<file path="src/rtl/modbus_rtu_read_pair_master_top_macros.svh">
// Assertion helpers for the read pair master.
`ifndef MODBUS_RTU_READ_PAIR_MASTER_TOP_MACROS_SVH
`define MODBUS_RTU_READ_PAIR_MASTER_TOP_MACROS_SVH

`ifndef SYNTHESIS
`define MBRTU_ASSERT(label, clk, rst_n, prop, msg) \
    label: assert property (@(posedge clk) disable iff (!rst_n) prop) else $error(msg);
`define MBRTU_ASSERT_ALWAYS(label, clk, prop, msg) \
    label: assert property (@(posedge clk) prop) else $error(msg);
`else
`define MBRTU_ASSERT(label, clk, rst_n, prop, msg)
`define MBRTU_ASSERT_ALWAYS(label, clk, prop, msg)
`endif

`endif

</file>
<file path="src/rtl/mbrtu_pkg.sv">
package mbrtu_pkg;

    localparam int CFG_INDEX_W = 1;

    typedef enum logic [1:0] {
        FUNC_START   = 2'd0,
        FUNC_RX_BYTE = 2'd1,
        FUNC_TICK    = 2'd2
    } func_t;

    typedef enum logic [CFG_INDEX_W-1:0] {
        CFG_TIMEOUT_TICKS  = 1'd0,
        CFG_START_REGISTER = 1'd1
    } cfg_index_t;

    typedef enum logic [2:0] {
        ST_OK        = 3'd0,
        ST_TIMEOUT   = 3'd1,
        ST_CRC       = 3'd2,
        ST_ADDRESS   = 3'd3,
        ST_EXCEPTION = 3'd4,
        ST_FUNCTION  = 3'd5,
        ST_COUNT     = 3'd6,
        ST_ZERO_PAIR = 3'd7
    } status_t;

    typedef enum logic [0:0] {
        KIND_REQUEST = 1'b0,
        KIND_OUTCOME = 1'b1
    } kind_t;

    localparam logic [15:0] CRC_POLY          = 16'hA001;
    localparam logic [15:0] CRC_INIT          = 16'hFFFF;
    localparam logic [7:0]  FN_READ           = 8'h03;
    localparam int          EXC_FLAG_BIT      = 7;
    localparam logic [15:0] READ_REG_COUNT    = 16'h0002;
    localparam logic [7:0]  EXPECT_BYTE_COUNT = 8'h04;
    localparam logic [3:0]  RESP_LEN          = 4'd9;
    localparam logic [15:0] TIMEOUT_RESET     = 16'd200;
    localparam logic [15:0] START_REG_RESET   = 16'h0300;

    typedef struct packed {
        logic               kind;
        logic [7:0]         tx_data;
        logic               last;
        logic [2:0]         status;
        logic [7:0]         exception_code;
        logic signed [15:0] temperature_tenths;
        logic [15:0]        humidity_tenths;
    } result_t;

    function automatic logic [15:0] crc_byte(input logic [15:0] crc_in, input logic [7:0] b);
        logic [15:0] c;
        c = crc_in ^ {8'h00, b};
        for (int i = 0; i < 8; i++)
        begin
            c = c[0] ? ((c >> 1) ^ CRC_POLY) : (c >> 1);
        end
        return c;
    endfunction

endpackage

</file>
<file path="src/rtl/mbrtu_if.sv">
interface mbrtu_in_if import mbrtu_pkg::*; ();
    logic       valid;
    logic       ready;
    logic [1:0] func;
    logic [7:0] slave_address;
    logic [7:0] rx_data;

    modport source (output valid, output func, output slave_address, output rx_data,
                    input ready);
    modport sink (input valid, input func, input slave_address, input rx_data,
                  output ready);
endinterface

interface mbrtu_out_if import mbrtu_pkg::*; ();
    logic               valid;
    logic               ready;
    logic               kind;
    logic [7:0]         tx_data;
    logic               last;
    logic [2:0]         status;
    logic [7:0]         exception_code;
    logic signed [15:0] temperature_tenths;
    logic [15:0]        humidity_tenths;

    modport source (output valid, output kind, output tx_data, output last, output status,
                    output exception_code, output temperature_tenths,
                    output humidity_tenths, input ready);
    modport sink (input valid, input kind, input tx_data, input last, input status,
                  input exception_code, input temperature_tenths,
                  input humidity_tenths, output ready);
endinterface

interface mbrtu_cfg_if import mbrtu_pkg::*; ();
    logic                   valid;
    logic                   ready;
    logic [CFG_INDEX_W-1:0] index;
    logic [15:0]            data;

    modport source (output valid, output index, output data, input ready);
    modport sink (input valid, input index, input data, output ready);
endinterface

</file>
<file path="src/rtl/modbus_rtu_read_pair_master_top.sv">
// Modbus RTU master for one read of two holding registers. A start transfer emits the
// eight request bytes, one per cycle while the result buffer has room, and the input stalls
// until the last of them is emitted; received bytes and ticks are otherwise taken one per
// cycle while the result buffer has room. Results go through a two-entry buffer, so input
// keeps flowing while a result waits. The ninth response byte or a timeout tick yields one
// outcome. No clearing pass after reset; configuration writes are always accepted.
`include "modbus_rtu_read_pair_master_top_macros.svh"

module modbus_rtu_read_pair_master_top import mbrtu_pkg::*; (
    input  logic         clk,
    input  logic         rst_n,
    mbrtu_in_if.sink     item,
    mbrtu_out_if.source  result,
    mbrtu_cfg_if.sink    cfg
);

    logic [15:0] timeout_ticks_reg, timeout_ticks_next;
    logic [15:0] start_register_reg, start_register_next;
    logic        waiting_reg, waiting_next;
    logic [3:0]  bytes_received_reg, bytes_received_next;
    logic [15:0] running_crc_reg, running_crc_next;
    logic [7:0]  expected_address_reg, expected_address_next;
    logic [15:0] elapsed_ticks_reg, elapsed_ticks_next;
    logic        emit_busy_reg, emit_busy_next;
    logic [2:0]  emit_idx_reg, emit_idx_next;
    logic [15:0] tx_crc_reg, tx_crc_next;
    logic [1:0]  count_reg, count_next;
    logic [7:0]  frame_bytes_reg [8];
    result_t     slot_reg [2];
    result_t     slot_next [2];

    logic        item_fire, pop, space, emit_push, outcome_push, push;
    logic        frame_we;
    logic [7:0]  emit_byte;
    logic [15:0] elapsed_inc, temp_raw, hum_raw;
    logic        write_idx;
    result_t     emit_res, outcome_res, push_data;

    assign cfg.ready    = 1'b1;
    assign pop          = (count_reg != 2'd0) && result.ready;
    assign space        = (count_reg != 2'd2) || pop;
    assign item.ready   = !emit_busy_reg && space;
    assign item_fire    = item.valid && item.ready;
    assign emit_push    = emit_busy_reg && space;
    assign push         = emit_push || outcome_push;
    assign push_data    = emit_busy_reg ? emit_res : outcome_res;
    assign write_idx    = 1'((count_reg - {1'b0, pop}));
    assign elapsed_inc  = (elapsed_ticks_reg == 16'hFFFF) ? elapsed_ticks_reg
                                                          : elapsed_ticks_reg + 16'd1;
    assign temp_raw     = {frame_bytes_reg[3], frame_bytes_reg[4]};
    assign hum_raw      = {frame_bytes_reg[5], frame_bytes_reg[6]};

    assign result.valid              = count_reg != 2'd0;
    assign result.kind               = slot_reg[0].kind;
    assign result.tx_data            = slot_reg[0].tx_data;
    assign result.last               = slot_reg[0].last;
    assign result.status             = slot_reg[0].status;
    assign result.exception_code     = slot_reg[0].exception_code;
    assign result.temperature_tenths = slot_reg[0].temperature_tenths;
    assign result.humidity_tenths    = slot_reg[0].humidity_tenths;

    always_comb
    begin
        unique case (emit_idx_reg)
            3'd0:    emit_byte = expected_address_reg;
            3'd1:    emit_byte = FN_READ;
            3'd2:    emit_byte = start_register_reg[15:8];
            3'd3:    emit_byte = start_register_reg[7:0];
            3'd4:    emit_byte = READ_REG_COUNT[15:8];
            3'd5:    emit_byte = READ_REG_COUNT[7:0];
            3'd6:    emit_byte = tx_crc_reg[7:0];
            default: emit_byte = tx_crc_reg[15:8];
        endcase
        emit_res                    = '0;
        emit_res.kind               = KIND_REQUEST;
        emit_res.tx_data            = emit_byte;
        emit_res.last               = emit_idx_reg == 3'd7;
    end

    always_comb
    begin
        timeout_ticks_next    = timeout_ticks_reg;
        start_register_next   = start_register_reg;
        waiting_next          = waiting_reg;
        bytes_received_next   = bytes_received_reg;
        running_crc_next      = running_crc_reg;
        expected_address_next = expected_address_reg;
        elapsed_ticks_next    = elapsed_ticks_reg;
        emit_busy_next        = emit_busy_reg;
        emit_idx_next         = emit_idx_reg;
        tx_crc_next           = tx_crc_reg;
        frame_we              = 1'b0;
        outcome_push          = 1'b0;
        outcome_res           = '0;
        outcome_res.kind      = KIND_OUTCOME;

        if (cfg.valid)
        begin
            unique case (cfg.index)
                CFG_TIMEOUT_TICKS:  timeout_ticks_next  = cfg.data;
                CFG_START_REGISTER: start_register_next = cfg.data;
                default:            ;
            endcase
        end

        if (emit_push)
        begin
            if (emit_idx_reg < 3'd6)
            begin
                tx_crc_next = crc_byte(tx_crc_reg, emit_byte);
            end
            emit_idx_next = emit_idx_reg + 3'd1;
            if (emit_idx_reg == 3'd7)
            begin
                emit_busy_next = 1'b0;
            end
        end

        if (item_fire)
        begin
            unique case (item.func)
                FUNC_START:
                begin
                    waiting_next          = 1'b1;
                    bytes_received_next   = 4'd0;
                    running_crc_next      = CRC_INIT;
                    expected_address_next = item.slave_address;
                    elapsed_ticks_next    = 16'd0;
                    emit_busy_next        = 1'b1;
                    emit_idx_next         = 3'd0;
                    tx_crc_next           = CRC_INIT;
                end
                FUNC_RX_BYTE:
                begin
                    if (waiting_reg && bytes_received_reg < RESP_LEN)
                    begin
                        if (bytes_received_reg < 4'd8)
                        begin
                            frame_we = 1'b1;
                            if (bytes_received_reg < 4'd7)
                            begin
                                running_crc_next = crc_byte(running_crc_reg, item.rx_data);
                            end
                            bytes_received_next = bytes_received_reg + 4'd1;
                        end
                        else
                        begin
                            bytes_received_next = RESP_LEN;
                            waiting_next        = 1'b0;
                            outcome_push        = 1'b1;
                            priority if ({item.rx_data, frame_bytes_reg[7]} != running_crc_reg)
                            begin
                                outcome_res.status = ST_CRC;
                            end
                            else if (frame_bytes_reg[0] != expected_address_reg)
                            begin
                                outcome_res.status = ST_ADDRESS;
                            end
                            else if (frame_bytes_reg[1] != FN_READ)
                            begin
                                if (frame_bytes_reg[1][EXC_FLAG_BIT])
                                begin
                                    outcome_res.status         = ST_EXCEPTION;
                                    outcome_res.exception_code = frame_bytes_reg[2];
                                end
                                else
                                begin
                                    outcome_res.status = ST_FUNCTION;
                                end
                            end
                            else if (frame_bytes_reg[2] != EXPECT_BYTE_COUNT)
                            begin
                                outcome_res.status = ST_COUNT;
                            end
                            else if (temp_raw == 16'd0 && hum_raw == 16'd0)
                            begin
                                outcome_res.status = ST_ZERO_PAIR;
                            end
                            else
                            begin
                                outcome_res.status             = ST_OK;
                                outcome_res.temperature_tenths = $signed(temp_raw);
                                outcome_res.humidity_tenths    = hum_raw;
                            end
                        end
                    end
                end
                FUNC_TICK:
                begin
                    if (waiting_reg)
                    begin
                        elapsed_ticks_next = elapsed_inc;
                        if (elapsed_inc >= timeout_ticks_reg)
                        begin
                            waiting_next       = 1'b0;
                            outcome_push       = 1'b1;
                            outcome_res.status = ST_TIMEOUT;
                        end
                    end
                end
                default: ;
            endcase
        end

        count_next   = count_reg + {1'b0, push} - {1'b0, pop};
        slot_next[0] = pop ? slot_reg[1] : slot_reg[0];
        slot_next[1] = slot_reg[1];
        if (push)
        begin
            slot_next[write_idx] = push_data;
        end
    end

    always_ff @(posedge clk or negedge rst_n)
    begin
        if (!rst_n)
        begin
            timeout_ticks_reg    <= TIMEOUT_RESET;
            start_register_reg   <= START_REG_RESET;
            waiting_reg          <= 1'b0;
            bytes_received_reg   <= 4'd0;
            running_crc_reg      <= CRC_INIT;
            expected_address_reg <= 8'd0;
            elapsed_ticks_reg    <= 16'd0;
            emit_busy_reg        <= 1'b0;
            emit_idx_reg         <= 3'd0;
            tx_crc_reg           <= CRC_INIT;
            count_reg            <= 2'd0;
        end
        else
        begin
            timeout_ticks_reg    <= timeout_ticks_next;
            start_register_reg   <= start_register_next;
            waiting_reg          <= waiting_next;
            bytes_received_reg   <= bytes_received_next;
            running_crc_reg      <= running_crc_next;
            expected_address_reg <= expected_address_next;
            elapsed_ticks_reg    <= elapsed_ticks_next;
            emit_busy_reg        <= emit_busy_next;
            emit_idx_reg         <= emit_idx_next;
            tx_crc_reg           <= tx_crc_next;
            count_reg            <= count_next;
        end
    end

    always_ff @(posedge clk)
    begin
        if (frame_we)
        begin
            frame_bytes_reg[bytes_received_reg[2:0]] <= item.rx_data;
        end
        slot_reg[0] <= slot_next[0];
        slot_reg[1] <= slot_next[1];
    end

    `MBRTU_ASSERT(a_start_arms, clk, rst_n, item_fire && item.func == FUNC_START |=> emit_busy_reg && waiting_reg, "start transfer did not arm request emission")
    `MBRTU_ASSERT(a_emit_ends, clk, rst_n, emit_push && emit_idx_reg == 3'd7 |=> !emit_busy_reg, "request emission ran past last byte")
    `MBRTU_ASSERT(a_outcome_waiting, clk, rst_n, outcome_push |-> waiting_reg && !emit_busy_reg, "outcome raised while not waiting")
    `MBRTU_ASSERT_ALWAYS(a_rx_count_bound, clk, !rst_n || (bytes_received_reg <= RESP_LEN && count_reg != 2'd3), "receive count or result buffer out of range")

endmodule

</file>
<file path="src/flat_wrapper.sv">
// flat-port wrapper written by rule: the top's interface ports become plain ports
module modbus_rtu_read_pair_master_top_flat import mbrtu_pkg::*;
  (clk, rst_n, item_valid, item_func, item_slave_address, item_rx_data, item_ready, result_valid, result_kind, result_tx_data, result_last, result_status, result_exception_code, result_temperature_tenths, result_humidity_tenths, result_ready, cfg_valid, cfg_index, cfg_data, cfg_ready);
  mbrtu_in_if item_i ();
  mbrtu_out_if result_i ();
  mbrtu_cfg_if cfg_i ();
  input  logic clk;
  input  logic rst_n;
  input wire logic [$bits(item_i.valid)-1:0] item_valid;
  input wire logic [$bits(item_i.func)-1:0] item_func;
  input wire logic [$bits(item_i.slave_address)-1:0] item_slave_address;
  input wire logic [$bits(item_i.rx_data)-1:0] item_rx_data;
  output wire logic [$bits(item_i.ready)-1:0] item_ready;
  output wire logic [$bits(result_i.valid)-1:0] result_valid;
  output wire logic [$bits(result_i.kind)-1:0] result_kind;
  output wire logic [$bits(result_i.tx_data)-1:0] result_tx_data;
  output wire logic [$bits(result_i.last)-1:0] result_last;
  output wire logic [$bits(result_i.status)-1:0] result_status;
  output wire logic [$bits(result_i.exception_code)-1:0] result_exception_code;
  output wire logic [$bits(result_i.temperature_tenths)-1:0] result_temperature_tenths;
  output wire logic [$bits(result_i.humidity_tenths)-1:0] result_humidity_tenths;
  input wire logic [$bits(result_i.ready)-1:0] result_ready;
  input wire logic [$bits(cfg_i.valid)-1:0] cfg_valid;
  input wire logic [$bits(cfg_i.index)-1:0] cfg_index;
  input wire logic [$bits(cfg_i.data)-1:0] cfg_data;
  output wire logic [$bits(cfg_i.ready)-1:0] cfg_ready;
  assign item_i.valid = item_valid;
  assign item_i.func = item_func;
  assign item_i.slave_address = item_slave_address;
  assign item_i.rx_data = item_rx_data;
  assign item_ready = item_i.ready;
  assign result_valid = result_i.valid;
  assign result_kind = result_i.kind;
  assign result_tx_data = result_i.tx_data;
  assign result_last = result_i.last;
  assign result_status = result_i.status;
  assign result_exception_code = result_i.exception_code;
  assign result_temperature_tenths = result_i.temperature_tenths;
  assign result_humidity_tenths = result_i.humidity_tenths;
  assign result_i.ready = result_ready;
  assign cfg_i.valid = cfg_valid;
  assign cfg_i.index = cfg_index;
  assign cfg_i.data = cfg_data;
  assign cfg_ready = cfg_i.ready;
  modbus_rtu_read_pair_master_top u_core (.clk(clk), .rst_n(rst_n), .item(item_i), .result(result_i), .cfg(cfg_i));
endmodule
</file>
<file path="config.mk">
export PLATFORM = sky130hd
export DESIGN_NAME = modbus_rtu_read_pair_master_top_flat
export DESIGN_NICKNAME = d
export VERILOG_FILES = /design/src/rtl/mbrtu_pkg.sv /design/src/rtl/mbrtu_if.sv /design/src/rtl/modbus_rtu_read_pair_master_top.sv /design/src/flat_wrapper.sv
export VERILOG_INCLUDE_DIRS = /design/src /design/src/rtl
export SDC_FILE = /design/constraint.sdc
export NUM_CORES = 1
export LEC_CHECK = 0
export ABC_AREA = 0
export BUFFER_PORTS_ARGS = -buffer_cell sky130_fd_sc_hd__buf_4
export CAP_MARGIN = 30
export CORE_MARGIN = 10
export CORE_UTILIZATION = 40
export DETAILED_ROUTE_END_ITERATION = 6
export GPL_TIMING_DRIVEN = 0
export SLEW_MARGIN = 30
export SYNTH_ARGS = -nofsm -noshare
export SYNTH_HDL_FRONTEND = slang
export SYNTH_SLANG_ARGS = --single-unit
</file>
<file path="constraint.sdc">
create_clock -name clk -period 8.6 [get_ports clk]
set_input_delay 0.43 -clock clk [delete_from_list [all_inputs] [get_ports clk]]
set_output_delay 0.43 -clock clk [all_outputs]
set_load 0.05 [all_outputs]
</file>
==> results of run 1 <==
## per-layer routing
metal  share of wire  vias to the layer above  wire length, um
met5               0                        -                0
met4           0.014                        0              390
met3           0.050                       38             1400
met2            0.48                      144            13500
met1            0.46                     3908            12900
li1                -                     3941                -
## cell families after synthesis
logic type,count (synthesis),synth area share
xor gates and xnor gates,79,0.0567
other,1,0.000297
buffers and inverters,130,0.0556
AOI/OAI and AO/OA,146,0.0776
adders and majority gates,30,0.0298
and+or+nand+nor,247,0.0970
muxes,134,0.120
DFF,269,0.563
## where the power goes
group / internal [uW] / leakage [uW] / switching [uW]
combinational: 1160 / 0.00306 / 1410
clock: 822 / 0.000499 / 504
sequential: 1780 / 0.00270 / 223
## layout make-up
class	count	area share
sequential	269	0.475
multi-input combinational	637	0.323
clock buffer	41	0.0556
timing repair buffer	97	0.0531
buffer	96	0.0383
tap	396	0.0331
clock inverter	12	0.0133
inverter	34	0.00854
antenna	1	0.000167
## through the flow
step,power [uW],cells,setup TNS [ns],util
2_1_floorplan,3980,1036,0,-
3_3_place_gp,4550,1526,-3.08,0.448
3_5_place_dp,4620,1529,0,0.451
4_1_cts,5970,1582,0,0.485
5_1_grt,6270,1582,0,0.485
6_report,5900,1583,0,0.485
## worst max-delay path: cells and delay by family, from the launching register on
kind	cells	cell delay [ns]
adders and majority gates	1	0.28
AOI/OAI and AO/OA	6	1.22
xor gates and xnor gates	1	0.24
muxes	1	0.30
DFF	1	0.36
and+or+nand+nor	7	1.74
buffers and inverters	4	0.95
## cells in the mapped netlist (all sizes together) (36+ instances only)
library cell	count	area, um2
nor2	38	143
edfxtp	117	3510
xor2	42	383
dfstp	37	972
nand2	88	330
dfrtp	62	1550
mux2	131	1480
dfxtp	53	1060
buf	60	438
clkbuf	36	135
and3	51	319
o21ai	47	235
xnor2	37	332
## cell usage in the layout, fill, tap and decap left out, types with 7 or more instances in the layout
cell type	count
clkbuf_16	29
buf_4	146
o31ai_1	7
dfstp_2	37
nor2b_1	10
dfrtp_1	62
a21oi_1	20
mux2_2	129
nand2_1	88
nand4_1	10
nor2_1	38
a21o_1	8
xnor2_1	36
ha_1	30
clkbuf_1	42
o22a_1	17
o21ai_0	44
dfxtp_1	53
edfxtp_1	117
nand3_1	13
and3_1	51
clkbuf_8	7
o211ai_1	14
inv_1	32
nor4_1	16
xor2_1	40
## final timing paths
kind | cells after the start | end | start | slack [ns]
hold reg to reg | 2 | u_core.tx_crc_reg[9] | u_core.tx_crc_reg[9] | 0.51
setup reg to reg | 20 | u_core.slot_reg[0][47] | u_core.elapsed_ticks_reg[3] | 3.36
min in group clk | 3 | u_core.expected_address_reg[6] | item_slave_address[6] | 0.08
setup / recovery | 20 | u_core.slot_reg[0][47] | u_core.elapsed_ticks_reg[3] | 3.36
max in group asynchronous | 1 | u_core.expected_address_reg[6] | rst_n | 8.04
hold / removal | 1 | u_core.timeout_ticks_reg[12] | rst_n | -0.03
==> qor.csv, run 1 <==
stage,metric,value,unit
placed_design,Post-DP Area,13900,um2
worst_setup_path,Crit path top cell by count,clkbuf_1,
route,first-pass detailed-route iteration total,5,
synthesis,Syn. warnings,0,
synthesis,Synth Flop Type,edfxtp_1,
synthesis,Mapped Avg Cell Area,12.2,um2
synthesis,Mapped Area,12600,um2
worst_setup_path,Crit Path Max Fanout,10,
sta,Rel. slew slack,0.452,
clocking,"Clk pin slew, worst setup/hold paths",0.06,ns
sta,hold slack final,-0.0309,ns
global_routing,remaining global-route overflow,0,
placed_design,Port Buffers,94,
worst_hold_path,worst hold-check path type,in -> async,
floorplan,Die W,198,um
route,WL per Instance,17.8,um
global_routing,first-pass GRT wire length,45000,um
worst_setup_path,Worst path max stage delay,0.41,ns
global_routing,grt met2 use,0.239,
sta,setup ws final,3.36,ns
sta,RSZ-0062 raised after global routing,false,
worst_setup_path,crit start category,flop,
route,vias,8031,
finish,share of layout cells above drive strength 1,0.323,
worst_setup_path,CP max stage cell,nor2_1,
finish,Reg area,7100,um2
synthesis,number of synthesized flops with an enable pin,117,
global_routing,overall routing resource usage,0.143,
floorplan,Die Span Y,198,um
route,via-per-instance ratio,5.07,
clocking,Clock Latency Late Sink,0.54,ns
sta,Tcrit/Tclk final,0.609,
clocking,clock tree buffer depth,3,
finish,FILL cells,2746,
finish,area of the multi-input gates,4830,um2
floorplan,Starting Density,0.409,
clocking,CTS tree,done,
clocking,number of gates resized after CTS,0,
synthesis,count of cell types in the netlist,57,
worst_setup_path,CP endpoint kind,flop,
global_routing,GRT met3 Usage,0.0262,
route,DRT antenna net count,0,
clocking,# Post-CTS Setup Buffers,0,
job,max_cap viols,0,
finish,Final Instance Area,14900,um2
sta,crit path time final,5.24,ns
route,DRT iter0 DRCs,415,
route,DRC,0,
worst_setup_path,Critical Path RT,9.02,ns
finish,area delta synth->final,18.6,%
synthesis,Synth Instances,1036,
placed_design,DPL Wire Length,20200,um
sta,# setup viols final,0,
global_routing,vias in the first global route,7966,
sta,Clock Skew,0.00870,ns
global_routing,largest net degree at the start of global routing,100,
placed_design,pre-CTS setup slack,3.34,ns
finish,net count reported at finish,1234,
clocking,CTS buffer count,29,
power_and_ir_drop,pwr dens,395,nW/um2
sta,Final Hold Vio Count,14,
worst_setup_path,crit path cell chain,"clkbuf_1, and4_1, and4_1, and3_1, clkbuf_1, and3_1, nor2_1, nand3_1, xnor2_1, ha_1, a21o_1, a21o_1, a21oi_1, o21ai_0, a21oi_1, nor2_1, o221a_2, clkbuf_1, buf_2, mux2_2",
synthesis,#FFs+latches synth,269,
global_routing,antenna violations before repair,1,
floorplan,# IOs,96,
floorplan,Floorplan Core Area,30800,um2
power_and_ir_drop,Leak,0.00626,uW
clocking,H-tree depth,1,
synthesis,Synthesized Nets,1106,
floorplan,row cnt,64,
sta,max-slew violations,0,
clocking,"Hold-fix buffers, CTS",0,
global_routing,most used routing layer,met2,
power_and_ir_drop,worst IR drop on VDD,0.220,mV
outcome,status,finished with violations,
global_routing,GR Util met1,0.190,
clocking,clk sinks,269,
worst_setup_path,Worst Path Arrival,5.66,ns
floorplan,area of the die,39000,um2
route,Routed WL,28200,um
sta,Slew @ Worst Pin,0.822,ns
sta,fmax,191,MHz
clocking,clock root cell,clkbuf_16,
synthesis,async set-reset flop share out of synthesis,0.368,
synthesis,"Seq/Total Area, Yosys",0.563,
outcome,violations in the final reports,hold timing,
worst_setup_path,type of the worst setup path,reg -> reg,
placed_design,GPL Wtd Cong,0.820,
No activity file was read; power rests on OpenSTA's default activity.
==> run 2, diff against run 1 <==
clock period = 5.2 ns   (was 8.6 ns; I/O delays follow)
==> qor.csv, run 2 (synthesis gave the netlist of run 1 again) <==
stage,metric,value,unit,change
sta,fmax,209,MHz,was 191 MHz
route,vias,8186,,was 8031
worst_setup_path,reg-to-reg critical path startpoint,u_core.elapsed_ticks_reg[3],,unchanged
outcome,status,completed,,was finished with violations
sta,# setup viols final,0,,unchanged
power_and_ir_drop,Switching Share,0.370,,was 0.362
route,via-per-instance ratio,5.08,,was 5.07
power_and_ir_drop,Flop pwr share,0.341,,was 0.339
finish,Final Instance Area,15200,um2,was 14900 um2
clocking,CTS tree,done,,unchanged
power_and_ir_drop,Gate power share,0.443,,was 0.436
worst_hold_path,worst hold-check path type,in -> reg,,was in -> async
global_routing,overall routing resource usage,0.145,,was 0.143
placed_design,Post-DP Area,13900,um2,about the same
power_and_ir_drop,pwr dens,641,nW/um2,was 395 nW/um2
clocking,CTS buffer count,30,,was 29
power_and_ir_drop,worst IR drop on VDD,0.451,mV,was 0.220 mV
power_and_ir_drop,Total Power,9740,uW,was 5900 uW
worst_hold_path,hold path cells,1,,
clocking,H-tree depth,1,,unchanged
clocking,"Clk pin slew, worst setup/hold paths",0.06,ns,about the same
floorplan,Starting Density,0.409,,unchanged
floorplan,Die Span Y,198,um,unchanged
worst_setup_path,type of the worst setup path,reg -> reg,,unchanged
clocking,Clock Latency Late Sink,0.57,ns,was 0.54 ns
worst_setup_path,R2R depth,20,,unchanged
worst_setup_path,Critical Path RT,5.65,ns,was 9.02 ns
global_routing,vias in the first global route,8310,,was 7966
route,Routed WL,28800,um,was 28200 um
worst_hold_path,Worst Min Path Start,item_rx_data[1],,
sta,crit path time final,4.78,ns,was 5.24 ns
sta,Tcrit/Tclk final,0.919,,was 0.609
floorplan,area of the die,39000,um2,unchanged
power_and_ir_drop,Clk pwr share,0.216,,was 0.225
sta,Final Hold Vio Count,0,,was 14
route,WL per Instance,17.9,um,was 17.8 um
clocking,clock root cell,clkbuf_16,,unchanged
route,DRC,0,,unchanged
placed_design,Placed Cells,1529,,unchanged
finish,share of layout cells above drive strength 1,0.318,,was 0.323
global_routing,antenna violations before repair,0,,was 1
floorplan,row cnt,64,,unchanged
job,max_cap viols,0,,unchanged
finish,net count reported at finish,1261,,was 1234
sta,Clock Skew,0.0210,ns,was 0.00870 ns
finish,fin cells,1611,,was 1583
placed_design,Port Buffers,94,,unchanged
sta,RSZ-0062 raised after global routing,false,,unchanged
global_routing,first-pass GRT wire length,45600,um,was 45000 um
route,first-pass detailed-route iteration total,7,,was 5
route,DRT iter0 DRCs,484,,was 415
sta,Rel. slew slack,0.452,,about the same
power_and_ir_drop,internal power,6140,uW,was 3770 uW
global_routing,largest net degree at the start of global routing,100,,unchanged
route,DRT antenna net count,0,,unchanged
global_routing,remaining global-route overflow,0,,unchanged
clocking,clk sinks,269,,unchanged
floorplan,Die W,198,um,unchanged
worst_setup_path,CP endpoint kind,flop,,unchanged
finish,Antenna Cells,0,,was 1
sta,max-slew violations,0,,unchanged
finish,most frequent cells in the layout,"147 x buf_4, 129 x mux2_2, 117 x edfxtp_1",,"was 146 x buf_4, 129 x mux2_2, 117 x edfxtp_1"
floorplan,# IOs,96,,unchanged
power_and_ir_drop,switching power,3600,uW,was 2140 uW
finish,Layout Utilization,0.493,,was 0.485
placed_design,DPL Wire Length,20400,um,was 20200 um
power_and_ir_drop,Leak,0.00636,uW,was 0.00626 uW
worst_hold_path,worst hold endpoint,u_core.frame_bytes_reg[4][1],,
clocking,clock tree buffer depth,3,,unchanged
worst_setup_path,R2R Setup Slk,0.42,ns,was 3.36 ns
worst_setup_path,Worst Path Arrival,5.23,ns,was 5.66 ns
sta,hold slack final,0.0112,ns,was -0.0309 ns
floorplan,Floorplan Core Area,30800,um2,unchanged
worst_setup_path,worst r2r dst,u_core.slot_reg[0][28],,was u_core.slot_reg[0][47]
worst_setup_path,Crit Path Max Fanout,10,,unchanged
placed_design,GPL Wtd Cong,0.855,,was 0.820
finish,area delta synth->final,20.5,%,was 18.6%
sta,Slew @ Worst Pin,0.821,ns,was 0.822 ns
finish,"commonest non-fill, non-tap cell in the layout",buf_4,,unchanged
worst_setup_path,crit start category,flop,,unchanged
## run 2: worst max-delay path by stage
stage / start / slack (ns) / end / cells after the start
floorplan: u_core.elapsed_ticks_reg[3] / 0.05 / flop / 18
global placement: u_core.elapsed_ticks_reg[3] / -1.48 / flop / 18
detailed placement: u_core.elapsed_ticks_reg[3] / 0.05 / u_core.slot_reg[0][23] / 20
CTS: u_core.elapsed_ticks_reg[3] / 0.02 / u_core.slot_reg[0][14] / 20
global route: u_core.elapsed_ticks_reg[3] / 0.07 / u_core.slot_reg[0][23] / 20
finish: u_core.elapsed_ticks_reg[3] / 0.42 / u_core.slot_reg[0][28] / 20
## run 2: final cells by class
class,count,area (um2)
fillers,2709,15600
flip-flops and latches,269,7100
multi-input cells,637,4830
repair buffers,124,1060
clock buffers,46,901
plain buffers,95,569
well taps,396,495
inverters,34,128
clock inverters,10,105
## run 2: per-stage QoR
stage,setup slack [ns],TNS [ns]
floorplan,0.0508,0
global placement,-1.48,-78.52
detailed placement,0.0465,0
CTS,0.0209,0
global route,0.0699,0
finish,0.423,0
## run 2: routing by layer
layer  GRT usage  part of all wire  vias up
li1            -                 -     3982
met1       0.194              0.46     3986
met2       0.240              0.47      175
met3      0.0239             0.049       43
met4      0.0364             0.022        0
met5           0                 0        -
## run 2: what timing repair did
item	CTS	global route
endpoints found under the hold margin	102	0
hold buffers	25	0
setup endpoints to repair	0	103
gates resized for setup	0	2
setup buffers	0	2
## run 2: critical path, stage by stage (launching register included)
cell	delay [ns]
dfrtp_1	0.32
clkbuf_1	0.29
and4_1	0.32
and4_1	0.30
and3_1	0.17
clkbuf_1	0.22
nand3_1	0.26
and3_1	0.26
clkbuf_1	0.15
nand3_1	0.14
xnor2_1	0.16
ha_1	0.19
a21o_1	0.10
a21o_1	0.11
a21oi_1	0.05
o21ai_0	0.25
a21oi_2	0.11
nor2_1	0.15
o221a_2	0.40
buf_2	0.34
mux2_2	0.38
## run 2: power by group through the flow
stage	logic, uW	registers (uW)	clock network, uW
after floorplan	3320	3250	0
after global placement	4160	3370	0
after detailed placement	4300	3360	0
after CTS	4340	3320	2150
after global routing	4710	3390	2240
final	4320	3320	2100
==> run 3, diff against run 2 <==
CORE_UTILIZATION = 41   (was 40)
==> qor.csv, run 3 (synthesis gave the netlist of run 1 again) <==
stage,metric,value,unit,change
sta,Rel. slew slack,0.454,,was 0.452
route,WL per Instance,17.6,um,was 17.9 um
route,Routed WL,28200,um,was 28800 um
clocking,Clock Latency Late Sink,0.54,ns,was 0.57 ns
route,DRT iter0 DRCs,472,,was 484
sta,RSZ-0062 raised after global routing,false,,unchanged
global_routing,largest net degree at the start of global routing,100,,unchanged
route,first-pass detailed-route iteration total,6,,was 7
floorplan,row cnt,64,,unchanged
finish,Layout Utilization,0.494,,was 0.493
global_routing,remaining global-route overflow,0,,unchanged
power_and_ir_drop,Clk pwr share,0.203,,was 0.216
power_and_ir_drop,Switching Share,0.372,,was 0.370
worst_setup_path,CP max stage cell,dfrtp_1,,was o221a_2
route,vias,8098,,was 8186
worst_setup_path,type of the worst setup path,reg -> reg,,unchanged
finish,FILL cells,2745,,was 2709
clocking,clk sinks,269,,unchanged
finish,most frequent cells in the layout,"147 x buf_4, 129 x mux2_2, 117 x edfxtp_1",,unchanged
floorplan,Floorplan Core Area,30400,um2,was 30800 um2
sta,max-slew violations,0,,unchanged
route,DRT antenna net count,0,,unchanged
finish,Antenna Cells,0,,unchanged
sta,Slew @ Worst Pin,0.820,ns,was 0.821 ns
sta,# setup viols final,0,,unchanged
placed_design,Port Buffers,94,,unchanged
clocking,CTS buffer count,29,,was 30
route,via-per-instance ratio,5.05,,was 5.08
power_and_ir_drop,switching power,3540,uW,was 3600 uW
route,DRC,0,,unchanged
finish,fin cells,1605,,was 1611
outcome,status,completed,,unchanged
clocking,CTS tree,done,,unchanged
floorplan,# IOs,96,,unchanged
worst_setup_path,CP endpoint kind,flop,,unchanged
clocking,"Clk pin slew, worst setup/hold paths",0.06,ns,about the same
sta,Clock Skew,0.0234,ns,was 0.0210 ns
placed_design,GPL Wtd Cong,0.825,,was 0.855
power_and_ir_drop,Flop pwr share,0.348,,was 0.341
clocking,H-tree depth,1,,unchanged
finish,net count reported at finish,1257,,was 1261
power_and_ir_drop,Leak,0.00629,uW,was 0.00636 uW
sta,Tcrit/Tclk final,0.923,,was 0.919
floorplan,Starting Density,0.414,,was 0.409
floorplan,Die Span Y,195,um,was 198 um
worst_setup_path,Worst Path Arrival,5.03,ns,was 5.23 ns
clocking,clock root cell,clkbuf_16,,unchanged
global_routing,antenna violations before repair,0,,unchanged
sta,Final Hold Vio Count,0,,unchanged
power_and_ir_drop,worst IR drop on VDD,0.471,mV,was 0.451 mV
sta,crit path time final,4.80,ns,was 4.78 ns
global_routing,first-pass GRT wire length,45900,um,was 45600 um
finish,share of layout cells above drive strength 1,0.317,,was 0.318
power_and_ir_drop,Gate power share,0.449,,was 0.443
placed_design,DPL Wire Length,20000,um,was 20400 um
worst_setup_path,crit start category,flop,,unchanged
power_and_ir_drop,internal power,5970,uW,was 6140 uW
sta,fmax,208,MHz,was 209 MHz
global_routing,vias in the first global route,8374,,was 8310
finish,area delta synth->final,19.3,%,was 20.5%
job,max_cap viols,0,,unchanged
floorplan,Die W,195,um,was 198 um
floorplan,area of the die,38200,um2,was 39000 um2
worst_setup_path,Worst path max stage delay,0.50,ns,was 0.40 ns
worst_hold_path,worst hold-check path type,in -> reg,,unchanged
worst_setup_path,Critical Path RT,5.43,ns,was 5.65 ns
power_and_ir_drop,pwr dens,632,nW/um2,was 641 nW/um2
clocking,clock tree buffer depth,3,,unchanged
worst_setup_path,Crit Path Max Fanout,19,,was 10
global_routing,overall routing resource usage,0.146,,was 0.145
worst_setup_path,crit path cell chain,"and4_1, and4_1, and3_1, clkbuf_1, nand3_1, and3_1, clkbuf_1, nand3_1, xnor2_1, ha_1, nand4_1, a211oi_1, a21oi_1, o21ai_0, nand2_1, a21oi_4, buf_8, buf_16, buf_8",,"was clkbuf_1, and4_1, and4_1, and3_1, clkbuf_1, nand3_1, and3_1, clkbuf_1, nand3_1, xnor2_1, ha_1, a21o_1, a21o_1, a21oi_1, o21ai_0, a21oi_2, nor2_1, o221a_2, buf_2, mux2_2"
finish,"commonest non-fill, non-tap cell in the layout",buf_4,,unchanged
placed_design,Placed Cells,1529,,unchanged
-- run 3: what timing repair did --
item	CTS	global route
pin swaps	0	1
cloned	0	0
buffers inserted	0	1
endpoints found under the hold margin	102	0
setup endpoints to repair	67	84
hold buffers	25	0
resized for setup	1	0
-- run 3: cell type report --
type	count	area, um2	area share
Tap cell	396	495	0.0330
Buffer	93	562	0.0374
Inverter	34	128	0.00849
Multi-Input combinational cell	637	4830	0.321
Timing Repair Buffer	123	1030	0.0683
Clock inverter	17	120	0.00799
Clock buffer	36	772	0.0514
Sequential cell	269	7100	0.472
-- run 3: power by group through the flow --
stage / logic [uW] / clock network, uW / registers, uW
2_1_floorplan: 3320 / 0 / 3250
3_3_place_gp: 4160 / 0 / 3350
3_5_place_dp: 4260 / 0 / 3350
4_1_cts: 4300 / 1980 / 3310
5_1_grt: 4630 / 2070 / 3380
6_report: 4270 / 1930 / 3310
-- run 3: final timing paths --
| path | from | to | slack, ns | cells after the start |
|---|---|---|---|---|
| min | item_rx_data[1] | u_core.frame_bytes_reg[0][1] | 0.04 | 1 |
| min in group asynchronous | rst_n | u_core.expected_address_reg[4] | 0.37 | 2 |
| max reg2reg | u_core.elapsed_ticks_reg[3] | flop | 0.40 | 19 |
| max | u_core.elapsed_ticks_reg[3] | flop | 0.40 | 19 |
| min reg2reg | u_core.tx_crc_reg[12] | u_core.tx_crc_reg[12] | 0.51 | 2 |
| max in group asynchronous | rst_n | u_core.bytes_received_reg[1] | 4.24 | 2 |
-- run 3: metrics by stage --
| stage | area [um2] | hold slack (ns) | setup TNS (ns) | total power, uW | worst slack, ns |
|---|---|---|---|---|---|
| 6_report | 15000 | 0.0428 | 0 | 9500 | 0.400 |
| 5_1_grt | 15000 | 0.0260 | 0 | 10100 | 0.00295 |
| 4_1_cts | 15000 | 0.0216 | 0 | 9590 | 0.0362 |
| 3_5_place_dp | 13900 | 0.445 | -2.38 | 7610 | -0.0843 |
| 3_3_place_gp | 13800 | 0.472 | -78.69 | 7510 | -1.49 |
| 2_1_floorplan | 12600 | -0.0356 | 0 | 6570 | 0.0508 |
-- run 3: per-layer routing --
metal	global-route usage	wire length (um)	vias up
met5	0	0	-
met4	0.0390	591	0
met3	0.0230	1180	40
met2	0.237	13400	148
met1	0.198	13100	3923
li1	-	-	3987
-- run 3: worst max-delay path, delay by kind of cell, from the launching register on --
| family | cells | cell delay [ns] |
|---|---|---|
| AO/OA/AOI/OAI | 4 | 0.91 |
| buffers and inverters | 5 | 0.93 |
| adder cells (fa/ha/maj) | 1 | 0.28 |
| AND/OR/NAND/NOR | 8 | 1.76 |
| XOR/XNOR | 1 | 0.09 |
| flip-flops | 1 | 0.50 |
